File: config.mk
export PLATFORM = sky130hd
export DESIGN_NAME = ccptc_mac
export DESIGN_NICKNAME = d
export VERILOG_FILES = /design/src/design/ccptc_pkg.sv /design/src/design/ccptc_mac.sv
export SDC_FILE = /design/constraint.sdc
export NUM_CORES = 2
export LEC_CHECK = 0
export BUFFER_PORTS_ARGS = -buffer_cell sky130_fd_sc_hd__buf_2
export CAP_MARGIN = 5
export CORE_MARGIN = 5
export CORE_UTILIZATION = 55
export DETAILED_ROUTE_END_ITERATION = 10
export GPL_ROUTABILITY_DRIVEN = 0
export PLACE_DENSITY_LB_ADDON = 0.2
export SYNTH_ARGS = -nofsm -noshare
export SYNTH_HDL_FRONTEND = slang
export SYNTH_SLANG_ARGS = --single-unit
File: constraint.sdc
create_clock -name clk -period 15.85 [get_ports clk]
set_input_delay 3.17 -clock clk [delete_from_list [all_inputs] [get_ports clk]]
set_output_delay 3.17 -clock clk [all_outputs]
set_load 0.01 [all_outputs]
File: src/design/ccptc_pkg.sv
`timescale 1ns / 1ps
// ---------------------------------------------------------------------------
// ccptc_pkg
// Shared constants, types and a saturating arithmetic helper for the cubic curve unit.
// ---------------------------------------------------------------------------
package ccptc_pkg;

  localparam int FRAC_BITS_DEF = 16;
  localparam int ROT_BITS      = 30;
  localparam int CFG_IDX_W     = 3;
  localparam int CFG_DATA_W    = 64;

  localparam logic [CFG_IDX_W-1:0] REG_U_AB   = 3'd0;
  localparam logic [CFG_IDX_W-1:0] REG_U_CD   = 3'd1;
  localparam logic [CFG_IDX_W-1:0] REG_V_AB   = 3'd2;
  localparam logic [CFG_IDX_W-1:0] REG_V_CD   = 3'd3;
  localparam logic [CFG_IDX_W-1:0] REG_ORIGIN = 3'd4;
  localparam logic [CFG_IDX_W-1:0] REG_ROT    = 3'd5;
  localparam logic [CFG_IDX_W-1:0] REG_PBND   = 3'd6;
  localparam logic [CFG_IDX_W-1:0] REG_SCTOL  = 3'd7;

  typedef struct packed {
    logic signed [31:0] ua, ub, uc, ud;
    logic signed [31:0] va, vb, vc, vd;
    logic signed [31:0] x0, y0;
    logic signed [31:0] cs, sn;
    logic signed [31:0] p0, p1;
    logic signed [31:0] scale;
    logic        [31:0] tol;
  } cfg_t;

  function automatic logic signed [31:0] sat32(input logic signed [65:0] v);
    if (v > 66'sh0_7FFF_FFFF) return 32'sh7FFF_FFFF;
    else if (v < -66'sh0_8000_0000) return 32'sh8000_0000;
    else return v[31:0];
  endfunction

endpackage

File: src/design/ccptc_mac.sv
`timescale 1ns / 1ps
// ---------------------------------------------------------------------------
// ccptc_mac
// Registered Horner step: sat(coef + ((t * acc) >> FRAC_BITS)).
// ---------------------------------------------------------------------------
module ccptc_mac import ccptc_pkg::*; #(
  parameter int FRAC_BITS = FRAC_BITS_DEF
) (
  input  logic               clk,
  input  logic signed [31:0] coef,
  input  logic signed [31:0] t,
  input  logic signed [31:0] acc,
  output logic signed [31:0] res_r
);
  logic signed [63:0] prod;
  logic signed [65:0] sum;

  assign prod = t * acc;
  assign sum  = 66'(coef) + 66'(prod >>> FRAC_BITS);

  always_ff @(posedge clk) begin
    res_r <= sat32(sum);
  end
endmodule

==> qor.yml <==
fin_crit_sh_pct: 91.9
ys_seq_elements: 32
status: "completed"
route.detailed.drc: 0
place_ws_ps: 1070
initial_core_util_pct: 55.7
synth_compound_area_share_pct: 6.15
fin_nets: 5678
drt_wl_total_um: 102000
slowest_stage: "fa_1"
hold_path.class: "primary input to flip-flop"
synth_top_family_by_area: "adder cells"
top_register: "res_r"
post-route-min-period_ps: 14560
cts-hold-fix-buffers: 0
yosysMostFrequentCell: "fa_1"
synthAdderAreaFrac_pct: 61.6
h-tree-depth: 2
worstSetupPathType: "primary input to flip-flop"
dr.pass1.iters: 5
slew_headroom_pct: 31.1
clockBufferDepth: 2
drv_slew: 0
syn_nets: 5757
pin_count: 129
cts_setup_buffers: 0
drt_iter0_drc: 1731
synth_area_leader_cell: "fa_1"
cp-start-kind: "primary input"
fmax_mhz: 68.7
ys.flop_type: "dfxtp_1"
grt_pass1_wl_um: 169000
die_w_um: 280
cp_max_fo: 32
setup_tns_ps: 0
synth_edf_count: 0
layout.cells.non_filler: 5216
synthXorXnorAreaFrac_pct: 2.17
critPathCaptureType: "flip-flop"
via_per_inst: 5.47
dpl_cell_area_um2: 40900
finalSetupViolCount: 0
chipHeight_um: 280
reg_top3: "res_r: 32 flops"
wire_per_inst_um: 19.5
grt_overflow_total: 0
ys_async_sr_fraction_pct: 0
rows: 98
synth_area_leaders: "fa_1 54%, inv_1 9.3%, and2_1 9.0%"
place_inst: 5205
cts_tree: "built"
path_buf_inv: 7
port_buffers: 128
hold_viol_final: 0
cts-root-buf: "clkbuf_16"
grt.total_usage_pct: 26.9
drv_cap: 0
dieArea_um2: 78100
synth.avg_cell_area_um2: 9.20
rsz0062_at_grt: "false"
seq_area_frac_synth_pct: 1.60
drive_gt1_share_pct: 4.57
largest_reg_flops: 32
worst-slew-pin-transition_ps: 1030
synth.area.mux_share_pct: 0.0501
crit_arrival_ps: 14690
vias: 28500
antenna_found_initial: 4
synth_cells: 4341
synth_cell_types: 70
crit_path_max_incr_delay_ps: 1020
cpLargestDelayFamily: "adder cells"
synth_common_cells: "1082 x fa_1, 990 x inv_1, 572 x and2_1"
grt_max_degree: 33
synthSimpleGateAreaFrac_pct: 16.8
cts-resized-gates: 0
dpl.hpwl_um: 86900
yosysWarnings: 0
stdcell_area_um2: 41100
numClockSinks: 32
syn2layout_area_growth_pct: 2.92
yosys.area.top_type_share_pct: 54.2
ant_nets: 0
cts_made_buffers: 5
finalWorstSetupSlack_ps: 1290
grt_pass1_vias: 31400
synth.cell_area_um2: 40000
coreArea_um2: 71700
cp.required_ps: 15980
cpMostUsedCell: "fa_1"
clk_pin_slew_worst_paths_ps: 50
[per-layer routing]
layer,vias up,wire length (um),global-route usage (%)
met5,-,9,0
met4,2,3070,6.35
met3,171,5690,3.09
met2,867,51900,47.4
met1,14900,40900,36.0
li1,12600,-,-
[cells by family (layout without fill, tap and decap cells)]
| logic type | count (synthesis) | count (layout) |
|---|---|---|
| fa+ha+maj | 1319 | 1319 |
| simple gates | 1305 | 1305 |
| buf+inv | 1213 | 1135 |
| compound gates | 371 | 371 |
| xor+xnor | 99 | 99 |
| flops | 32 | 32 |
| mux | 2 | 2 |
| other cells | 0 | 3 |
[cell type report]
cell class / count / area [um^2]
Multi-Input combinational cell: 3096 / 34700
Tap cell: 950 / 1190
Sequential cell: 32 / 641
Timing Repair Buffer: 137 / 708
Fill cell: 6421 / 30600
Clock inverter: 3 / 42.5
Antenna cell: 3 / 7.51
Inverter: 990 / 3720
Clock buffer: 5 / 125
[cell usage in the layout (no fill, tap or decap), drive strengths merged, types with 38 or more instances in the layout]
cell type / n
fa: 1082
xor2: 38
buf: 137
nand2: 494
a21oi: 113
ha: 237
nor2: 82
inv: 990
and2: 572
a21o: 58
xnor2: 61
o21ai: 100
[final timing paths]
path / depth (start not counted) / endpoint / startpoint / slack [ps]
worst max-delay path: 37 / res_r[10] / t[31] / 1290
worst min-delay path: 4 / res_r[0] / coef[0] / 3280
[through the flow]
stage	util [%]	hold slack (ps)
6_report	57.3	3280
5_1_grt	57.3	3310
4_1_cts	57.3	3290
3_5_place_dp	57.1	3570
3_3_place_gp	57.1	3560
2_1_floorplan	-	3450
Power is left out: the tool's default activity adds up to more than one toggle a clock period on the data nets, which glitch-free logic cannot reach.
